===== src/design/vcrib_pkg.sv =====
// ----------------------------------------------------------------------------
// vcrib_pkg
// Shared widths, operation codes, register numbers and the mode decoder
// for the video chip register and raster interrupt block.
// ----------------------------------------------------------------------------
`default_nettype none

package vcrib_pkg;

    localparam int ADDR_W  = 6;
    localparam int DATA_W  = 8;
    localparam int LINE_W  = 9;
    localparam int OP_W    = 2;
    localparam int MODE_W  = 3;
    localparam int SBANK_W = 3;
    localparam int CBANK_W = 4;
    localparam int SRC_W   = 4;
    localparam int DEPTH   = 2 ** ADDR_W;

    localparam logic [OP_W-1:0] OP_READ  = 2'd0;
    localparam logic [OP_W-1:0] OP_WRITE = 2'd1;
    localparam logic [OP_W-1:0] OP_LINE  = 2'd2;

    localparam logic [ADDR_W-1:0] ADDR_CTRL1  = 6'h11;
    localparam logic [ADDR_W-1:0] ADDR_RASTER = 6'h12;
    localparam logic [ADDR_W-1:0] ADDR_CTRL2  = 6'h16;
    localparam logic [ADDR_W-1:0] ADDR_MEMPTR = 6'h18;
    localparam logic [ADDR_W-1:0] ADDR_IRQ    = 6'h19;

    localparam logic [SRC_W-1:0] IRQ_RASTER = 4'h1;

    localparam logic [MODE_W-1:0] MODE_TEXT      = 3'd0;
    localparam logic [MODE_W-1:0] MODE_MC_TEXT   = 3'd1;
    localparam logic [MODE_W-1:0] MODE_BITMAP    = 3'd2;
    localparam logic [MODE_W-1:0] MODE_MC_BITMAP = 3'd3;
    localparam logic [MODE_W-1:0] MODE_UNKNOWN   = 3'd4;

    typedef struct packed {
        logic              wr_en;
        logic              rd_en;
        logic [ADDR_W-1:0] addr;
        logic [DATA_W-1:0] wdata;
    } ram_req_t;

    // bits: {ctrl1[6], ctrl1[5], ctrl2[4]}
    function automatic logic [MODE_W-1:0] decode_mode(input logic [2:0] bits);
        logic [MODE_W-1:0] m;
        case (bits)
            3'b000:  m = MODE_TEXT;
            3'b001:  m = MODE_MC_TEXT;
            3'b010:  m = MODE_BITMAP;
            3'b011:  m = MODE_MC_BITMAP;
            default: m = MODE_UNKNOWN;
        endcase
        return m;
    endfunction

endpackage

`default_nettype wire


===== src/design/vcrib_regfile.sv =====
// ----------------------------------------------------------------------------
// vcrib_regfile
// 64 x 8 register storage: synchronous memory with registered read, plus
// per-entry valid bits so unwritten entries read as zero.
// ----------------------------------------------------------------------------
`default_nettype none

module vcrib_regfile
(
    input  wire logic                           clk,
    input  wire logic                           rst_n,
    input  wire vcrib_pkg::ram_req_t            req,
    output logic [vcrib_pkg::DATA_W-1:0]        rd_data
);

    logic [vcrib_pkg::DATA_W-1:0] entry_mem [vcrib_pkg::DEPTH];
    logic [vcrib_pkg::DEPTH-1:0]  valid_reg;
    logic [vcrib_pkg::DATA_W-1:0] rd_q_reg;
    logic                         rd_valid_reg;

    always_ff @(posedge clk)
    begin
        if (req.wr_en)
        begin
            entry_mem[req.addr] <= req.wdata;
        end
        if (req.rd_en)
        begin
            rd_q_reg <= entry_mem[req.addr];
        end
    end

    always_ff @(posedge clk or negedge rst_n)
    begin
        if (!rst_n)
        begin
            valid_reg    <= '0;
            rd_valid_reg <= 1'b0;
        end
        else
        begin
            if (req.wr_en)
            begin
                valid_reg[req.addr] <= 1'b1;
            end
            if (req.rd_en)
            begin
                rd_valid_reg <= valid_reg[req.addr];
            end
        end
    end

    // an entry never written reads as zero
    assign rd_data = rd_valid_reg ? rd_q_reg : '0;

`ifndef SYNTHESIS
    a_unwritten_reads_zero: assert property (@(posedge clk) disable iff (!rst_n)
        (req.rd_en && !valid_reg[req.addr]) |=> (rd_data == '0))
        else $error("unwritten entry read nonzero");

    a_write_marks_valid: assert property (@(posedge clk) disable iff (!rst_n)
        req.wr_en |=> valid_reg[$past(req.addr)])
        else $error("written entry not marked valid");

    a_read_holds_when_idle: assert property (@(posedge clk) disable iff (!rst_n)
        !req.rd_en |=> $stable(rd_data))
        else $error("read data moved without a read");
`endif

endmodule

`default_nettype wire


===== src/design/video_chip_register_irq_block_unit.sv =====
// ----------------------------------------------------------------------------
// video_chip_register_irq_block_unit
// Register side of a raster video chip: 64 byte registers, raster compare
// interrupt, bank and display mode decode.
// ----------------------------------------------------------------------------
// Pipeline: input transfer, memory read beside stage 1, then output register.
// Throughput: one transfer per cycle unless a held output stalls stage 1; the
// register memory's single port takes one read or write per item.
// Reset: all control and side registers clear at once; register memory
// entries read zero until written (per-entry valid bits, no clearing pass).
`default_nettype none

module video_chip_register_irq_block_unit
(
    input  wire logic                              clk,
    input  wire logic                              rst_n,

    input  wire logic                              in_valid,
    output logic                                   in_stall,
    input  wire logic [vcrib_pkg::OP_W-1:0]        op,
    input  wire logic [vcrib_pkg::ADDR_W-1:0]      reg_address,
    input  wire logic [vcrib_pkg::DATA_W-1:0]      write_data,
    input  wire logic [vcrib_pkg::LINE_W-1:0]      raster_line,

    output logic                                   out_valid,
    input  wire logic                              out_stall,
    output logic [vcrib_pkg::DATA_W-1:0]           read_data,
    output logic                                   irq_active,
    output logic [vcrib_pkg::MODE_W-1:0]           display_mode,
    output logic [vcrib_pkg::SBANK_W-1:0]          screen_bank,
    output logic [vcrib_pkg::CBANK_W-1:0]          char_bank
);

    // ------------------------------------------------------------------
    // Side state kept in flops; the byte registers live in the memory.
    // ------------------------------------------------------------------
    logic [vcrib_pkg::LINE_W-1:0]  compare_reg,  compare_next;
    logic [vcrib_pkg::DATA_W-1:0]  pending_reg,  pending_next;
    logic [vcrib_pkg::SRC_W-1:0]   enable_reg,   enable_next;
    logic [vcrib_pkg::SBANK_W-1:0] sbank_reg,    sbank_next;
    logic [vcrib_pkg::CBANK_W-1:0] cbank_reg,    cbank_next;
    // shadow of the mode bits: ctrl1[6:5] and ctrl2[4]
    logic [1:0]                    ctrl1_mode_reg, ctrl1_mode_next;
    logic                          ctrl2_mode_reg, ctrl2_mode_next;

    // stage 1: memory read in flight
    logic                          s1_valid_reg;
    logic [vcrib_pkg::DATA_W-1:0]  s1_mask_reg;
    logic [vcrib_pkg::DATA_W-1:0]  s1_byte_reg;
    logic                          s1_irq_reg;
    logic [vcrib_pkg::MODE_W-1:0]  s1_mode_reg;
    logic [vcrib_pkg::SBANK_W-1:0] s1_sbank_reg;
    logic [vcrib_pkg::CBANK_W-1:0] s1_cbank_reg;

    // output register
    logic                          out_valid_reg;
    logic [vcrib_pkg::DATA_W-1:0]  rdata_reg;
    logic                          irq_reg;
    logic [vcrib_pkg::MODE_W-1:0]  mode_reg;
    logic [vcrib_pkg::SBANK_W-1:0] obank_s_reg;
    logic [vcrib_pkg::CBANK_W-1:0] obank_c_reg;

    logic                          in_xfer;
    logic                          s1_advance;
    logic                          is_read, is_write, is_line;
    logic                          raster_hit;
    logic [vcrib_pkg::SRC_W-1:0]   src_flags;
    logic [vcrib_pkg::DATA_W-1:0]  mask_next;
    logic [vcrib_pkg::DATA_W-1:0]  byte_next;
    logic [vcrib_pkg::DATA_W-1:0]  mem_rdata;
    vcrib_pkg::ram_req_t           ram_req;

    // ------------------------------------------------------------------
    // Handshake: stage 1 moves on whenever the output register is empty
    // or its result is taken; the input stalls only behind a held stage 1.
    // ------------------------------------------------------------------
    assign s1_advance = s1_valid_reg && (!out_valid_reg || !out_stall);
    assign in_stall   = s1_valid_reg && !s1_advance;
    assign in_xfer    = in_valid && !in_stall;

    assign is_read  = (op == vcrib_pkg::OP_READ);
    assign is_write = (op == vcrib_pkg::OP_WRITE);
    assign is_line  = (op == vcrib_pkg::OP_LINE);

    // Memory access: issue the read (or write) on the transfer cycle only,
    // so the registered read data holds while stage 1 is stalled.
    always_comb
    begin
        ram_req.wr_en = in_xfer && is_write;
        ram_req.rd_en = in_xfer && is_read;
        ram_req.addr  = reg_address;
        ram_req.wdata = write_data;
    end

    vcrib_regfile u_regfile
    (
        .clk     (clk),
        .rst_n   (rst_n),
        .req     (ram_req),
        .rd_data (mem_rdata)
    );

    // ------------------------------------------------------------------
    // Side effects and read overrides, all resolved on the transfer cycle.
    // ------------------------------------------------------------------
    assign raster_hit = is_line && (compare_reg == raster_line);
    assign src_flags  = pending_reg[vcrib_pkg::SRC_W-1:0] | vcrib_pkg::IRQ_RASTER;

    always_comb
    begin
        compare_next    = compare_reg;
        pending_next    = pending_reg;
        enable_next     = enable_reg;
        sbank_next      = sbank_reg;
        cbank_next      = cbank_reg;
        ctrl1_mode_next = ctrl1_mode_reg;
        ctrl2_mode_next = ctrl2_mode_reg;
        mask_next       = '0;
        byte_next       = '0;

        if (is_read)
        begin
            mask_next = '1;
            case (reg_address)
                vcrib_pkg::ADDR_CTRL1:
                begin
                    // bit 7 shows the live beam line bit 8
                    mask_next = 8'h7f;
                    byte_next = {raster_line[8], 7'b0};
                end
                vcrib_pkg::ADDR_RASTER:
                begin
                    mask_next = '0;
                    byte_next = raster_line[7:0];
                end
                vcrib_pkg::ADDR_IRQ:
                begin
                    // read-to-clear of the pending flags
                    mask_next    = '0;
                    byte_next    = pending_reg;
                    pending_next = '0;
                end
                default:
                begin
                    mask_next = '1;
                end
            endcase
        end
        else if (is_write)
        begin
            case (reg_address)
                vcrib_pkg::ADDR_CTRL1:
                begin
                    compare_next    = {write_data[7], compare_reg[7:0]};
                    ctrl1_mode_next = write_data[6:5];
                end
                vcrib_pkg::ADDR_RASTER:
                begin
                    compare_next = {compare_reg[8], write_data};
                end
                vcrib_pkg::ADDR_CTRL2:
                begin
                    ctrl2_mode_next = write_data[4];
                end
                vcrib_pkg::ADDR_MEMPTR:
                begin
                    sbank_next = write_data[3:1];
                    cbank_next = write_data[7:4];
                end
                vcrib_pkg::ADDR_IRQ:
                begin
                    enable_next = write_data[3:0];
                end
                default:
                begin
                    compare_next = compare_reg;
                end
            endcase
        end
        else if (raster_hit)
        begin
            // old summary bit drops; re-evaluate it against the enable mask
            pending_next = {(|(src_flags & enable_reg)), 3'b0, src_flags};
        end
    end

    always_ff @(posedge clk or negedge rst_n)
    begin
        if (!rst_n)
        begin
            compare_reg    <= '0;
            pending_reg    <= '0;
            enable_reg     <= '0;
            sbank_reg      <= '0;
            cbank_reg      <= '0;
            ctrl1_mode_reg <= '0;
            ctrl2_mode_reg <= 1'b0;
        end
        else if (in_xfer)
        begin
            compare_reg    <= compare_next;
            pending_reg    <= pending_next;
            enable_reg     <= enable_next;
            sbank_reg      <= sbank_next;
            cbank_reg      <= cbank_next;
            ctrl1_mode_reg <= ctrl1_mode_next;
            ctrl2_mode_reg <= ctrl2_mode_next;
        end
    end

    // ------------------------------------------------------------------
    // Stage 1: hold the post-step status beside the pending memory read.
    // ------------------------------------------------------------------
    always_ff @(posedge clk or negedge rst_n)
    begin
        if (!rst_n)
        begin
            s1_valid_reg <= 1'b0;
        end
        else if (in_xfer)
        begin
            s1_valid_reg <= 1'b1;
        end
        else if (s1_advance)
        begin
            s1_valid_reg <= 1'b0;
        end
    end

    always_ff @(posedge clk)
    begin
        if (in_xfer)
        begin
            s1_mask_reg  <= mask_next;
            s1_byte_reg  <= byte_next;
            s1_irq_reg   <= pending_next[7];
            s1_mode_reg  <= vcrib_pkg::decode_mode({ctrl1_mode_next, ctrl2_mode_next});
            s1_sbank_reg <= sbank_next;
            s1_cbank_reg <= cbank_next;
        end
    end

    // ------------------------------------------------------------------
    // Output register: merge memory data with the override byte.
    // ------------------------------------------------------------------
    always_ff @(posedge clk or negedge rst_n)
    begin
        if (!rst_n)
        begin
            out_valid_reg <= 1'b0;
        end
        else if (s1_advance)
        begin
            out_valid_reg <= 1'b1;
        end
        else if (!out_stall)
        begin
            out_valid_reg <= 1'b0;
        end
    end

    always_ff @(posedge clk)
    begin
        if (s1_advance)
        begin
            rdata_reg   <= (mem_rdata & s1_mask_reg) | s1_byte_reg;
            irq_reg     <= s1_irq_reg;
            mode_reg    <= s1_mode_reg;
            obank_s_reg <= s1_sbank_reg;
            obank_c_reg <= s1_cbank_reg;
        end
    end

    assign out_valid    = out_valid_reg;
    assign read_data    = rdata_reg;
    assign irq_active   = irq_reg;
    assign display_mode = mode_reg;
    assign screen_bank  = obank_s_reg;
    assign char_bank    = obank_c_reg;

`ifndef SYNTHESIS
    a_no_stall_when_empty: assert property (@(posedge clk) disable iff (!rst_n)
        !s1_valid_reg |-> !in_stall)
        else $error("input stalled with empty stage 1");

    a_irq_read_clears: assert property (@(posedge clk) disable iff (!rst_n)
        (in_xfer && is_read && (reg_address == vcrib_pkg::ADDR_IRQ)) |=>
        (pending_reg == '0))
        else $error("pending flags not cleared by read");

    a_pending_gap_zero: assert property (@(posedge clk) disable iff (!rst_n)
        pending_reg[6:4] == 3'b0)
        else $error("unused pending bits set");

    a_enable_write: assert property (@(posedge clk) disable iff (!rst_n)
        (in_xfer && is_write && (reg_address == vcrib_pkg::ADDR_IRQ)) |=>
        (enable_reg == $past(write_data[3:0])))
        else $error("enable mask not updated");
`endif

endmodule

`default_nettype wire

===== config.mk =====
export PLATFORM = sky130hd
export DESIGN_NAME = video_chip_register_irq_block_unit
export DESIGN_NICKNAME = d
export VERILOG_FILES = /design/src/design/vcrib_pkg.sv /design/src/design/vcrib_regfile.sv /design/src/design/video_chip_register_irq_block_unit.sv
export SDC_FILE = /design/constraint.sdc
export NUM_CORES = 1
export LEC_CHECK = 0
export BUFFER_PORTS_ARGS = -buffer_cell sky130_fd_sc_hd__buf_2
export CORE_MARGIN = 1.5
export CORE_UTILIZATION = 50
export DETAILED_ROUTE_END_ITERATION = 12
export GPL_TIMING_DRIVEN = 0
export PLACE_DENSITY = 0.76
export SLEW_MARGIN = 20
export SYNTH_ARGS = -nofsm -noshare
export SYNTH_HDL_FRONTEND = slang
export SYNTH_SLANG_ARGS = --single-unit

===== constraint.sdc =====
create_clock -name clk -period 3.1 [get_ports clk]
set_input_delay 0 -clock clk [delete_from_list [all_inputs] [get_ports clk]]
set_output_delay 0 -clock clk [all_outputs]
set_load 0.02 [all_outputs]

==> impl_metrics.py <==
metrics = {
    "route": {
        "dr.pass1.iters": 5,
        "drc": 0,
        "avgRoutedWirePerCell_um": 30.00,
        "drt_iter0_markers": 1875,
        "vias": 13370,
        "routed_wl_um": 64020,
        "ant_nets": 0,
        "via_per_inst": 6.267,
    },
    "floorplanning": {
        "die_area_mm2": 0.05197,
        "die_h_um": 228.0,
        "rows": 82,
        "die_w_um": 228.0,
        "io_pins": 50,
        "core_area_mm2": 0.05007,
        "initial_core_util_pct": 50.54,
    },
    "status": {
        "violations": "negative hold slack",
        "status": "finished with violations",
    },
    "layout": {
        "largest_reg_flops": 512,
        "multi_input_area_mm2": 0.005958,
        "seq_area_mm2": 0.01904,
        "stdcell_area_mm2": 0.02871,
        "num_antenna_cells": 0,
        "syn2layout_area_growth_pct": 13.44,
        "final_layout_size_suffix_gt1_share_pct": 28.80,
        "fin_util_pct": 57.33,
        "fin_nets": 1439,
        "num-fill-cells": 3675,
    },
    "yosys": {
        "syn_avg_cell_area_um2": 19.85,
        "synth_edf_count": 560,
        "ys_async_sr_fraction_pct": 13.71,
        "syn-num-nets": 1304,
        "yosys_warnings": 0,
        "syn-instance-count": 1275,
        "synth_seq_area_share_pct": 75.25,
        "yosysTopAreaCell": "edfxtp_1",
        "synth_area_leaders": "edfxtp_1, mux4_2, dfrtp_1",
        "synth_top_area_share_pct": 66.45,
        "synth_ff_type": "edfxtp_1",
        "syn_area_mm2": 0.02531,
        "synth-seq-cells": 649,
        "yosysMostFrequentCell": "edfxtp_1",
        "synth_common_cells": "edfxtp_1, mux4_2, dfrtp_1",
        "synth_cell_types": 52,
    },
    "worst_setup_path": {
        "worstPathArrival_ns": 3.25,
        "ff2ff_path_depth": 5,
        "cp.required_ns": 3.33,
        "cp_max_fo": 9,
        "worst-setup-path-type": "flop to flop",
        "cp_slowest_cell": "nor2_1",
        "cp_cell_sequence": "nand3_1 -> and3_1 -> clkbuf_1 -> nand4_1 -> nor2_1",
        "path_buf_inv": 1,
        "cp_num_cells": 5,
        "critPathLaunchType": "flop",
        "cpPeakStageDelay_ns": 0.82,
        "crit_path_end_kind": "flop",
        "crit_family": "simple AND/OR/NAND/NOR gates",
    },
    "global_routing": {
        "antenna_found_initial": 0,
        "gr-usage-met3_pct": 5.388,
        "busiest_layer": "met2",
        "grt_usage_pct": 25.02,
        "grt_max_degree": 74,
        "use_met1_pct": 34.55,
        "grtUsageMet2_pct": 39.58,
        "grt_pass1_wl_um": 93630,
        "grt_pass1_vias": 13540,
        "grt_overflow": 0,
    },
    "timing": {
        "worst_slack_ns": 0.08502,
        "tns_ns": 0,
        "fmax_mhz": 331.7,
        "slew_headroom_pct": 19.37,
        "holdWs_ns": -0.02805,
        "period_share_pct": 97.26,
        "slew_violations": 0,
        "worstMarginPinSlew_ns": 1.210,
        "fin_crit_ns": 3.015,
        "hold_violations": 32,
        "finalClockSkew_ns": 0.01911,
        "rsz0062_at_grt": "yes",
        "setup_viol": 0,
    },
    "placement": {
        "pre_cts_slack_ns": -0.4392,
        "place.gp.congestion": 0.9781,
        "io_buffers": 48,
        "place_hpwl_um": 39360,
        "postPlaceCellArea_mm2": 0.02645,
    },
    "clocking": {
        "clock_tree.root_cell": "clkbuf_16",
        "postCtsSetupBuffers": 0,
        "clock-sinks": 649,
        "htreeDepth": 2,
        "cts_tree": "built",
        "path_clk_slew_ns": 0.07,
        "clock_latency_ns": 0.62,
        "clock_path_buffers": 3,
        "cts-buffers-inserted": 61,
    },
    "power_and_ir_drop": {
        "ir_drop_v": 0.0004345,
        "p_per_area_mw_per_mm2": 637.2,
        "p_leak_nw": 10.09,
        "power.total_w": 0.01829,
    },
    "min_path": {
        "hp-class": "primary input to flop",
        "min_path_cells": 1,
    },
    "job": {
        "drv_cap": 0,
    },
}
cell type report:
class,count,share of cell area (%)
clock buffers,77,5.701
plain buffers,61,1.072
flip-flops and latches,649,66.34
multi-input cells,557,20.76
inverters,8,0.1046
well taps,672,2.929
repair buffers,72,1.831
clock inverters,38,1.268
cells by family (layout without fill, tap and decap cells):
kind of cell	count (synthesis)	after routing	synth area share [%]
AOI/OAI and AO/OA	75	75	2.032
xor gates and xnor gates	9	9	0.3115
buffers and inverters	69	256	1.315
DFF	649	649	75.25
muxes	222	222	16.01
and+or+nand+nor	251	251	5.073
stage by stage:
step           hold slack (ns)  std cells
2_1_floorplan          -0.2956       1275
3_3_place_gp            0.2308       1995
3_5_place_dp           -0.1505       1997
4_1_cts                0.01856       2132
5_1_grt               0.002236       2134
6_report              -0.02805       2134
cell usage in the layout, fill, tap and decap left out, types with 6 or more instances in the layout:
cell / netlist / routed
a21o_1: 8 / 8
a21oi_1: 7 / 7
a22oi_1: 8 / 8
and2_1: 7 / 7
buf_1: 10 / 8
buf_2: 20 / 59
buf_4: 5 / 13
buf_6: 4 / 6
bufinv_16: 0 / 6
clkbuf_1: 22 / 31
clkbuf_16: 0 / 61
clkinv_1: 1 / 10
clkinv_2: 0 / 12
clkinvlp_4: 0 / 7
dfrtp_1: 89 / 89
dlygate4sd3_1: 0 / 22
edfxtp_1: 560 / 560
inv_1: 7 / 7
mux2_2: 15 / 15
mux2_4: 7 / 7
mux2i_1: 58 / 58
mux4_2: 142 / 142
nand2_1: 39 / 39
nand3_1: 13 / 13
nor2_1: 79 / 71
nor2_2: 1 / 9
nor2b_1: 7 / 7
o21ai_0: 8 / 8
o22ai_1: 24 / 24
or2_2: 64 / 64
or4_1: 7 / 7
xor2_1: 8 / 8
report_power, final:
part / switching [W] / internal, W
clock network: 0.00322 / 0.00424
logic: 0.000703 / 0.000414
registers: 0.0000645 / 0.00965
total: 0.00399 / 0.0143
timing repair:
item / 4_1_cts / 5_1_grt
hold buffers: 20 / 2
setup endpoints to repair: 9 / 88
gates resized for setup: 1 / 6
hold endpoints to repair: 167 / 34
path summary, 6_finish.rpt:
| path | startpoint | to | slack (ns) |
|---|---|---|---|
| worst min register to register | s1_cbank_reg[1] | char_bank[1] | 0.42 |
| min in group asynchronous | rst_n | s1_valid_reg | 0.50 |
| worst max-delay path | out_valid | u_regfile.entry_mem[56][4] | 0.09 |
| worst min-delay path | write_data[3] | u_regfile.entry_mem[32][3] | -0.03 |
| worst max register to register | out_valid | u_regfile.entry_mem[56][4] | 0.09 |
| max in group asynchronous | rst_n | cbank_reg[3] | 1.45 |
metal layers:
layer,part of all wire [%],wire (um),vias to the layer above
met5,0,0,-
met3,9.2,5868,144
met2,47,30340,735
li1,-,-,5389
met1,40,25370,7106
met4,3.8,2443,0
No activity file was read; power rests on OpenSTA's default activity.
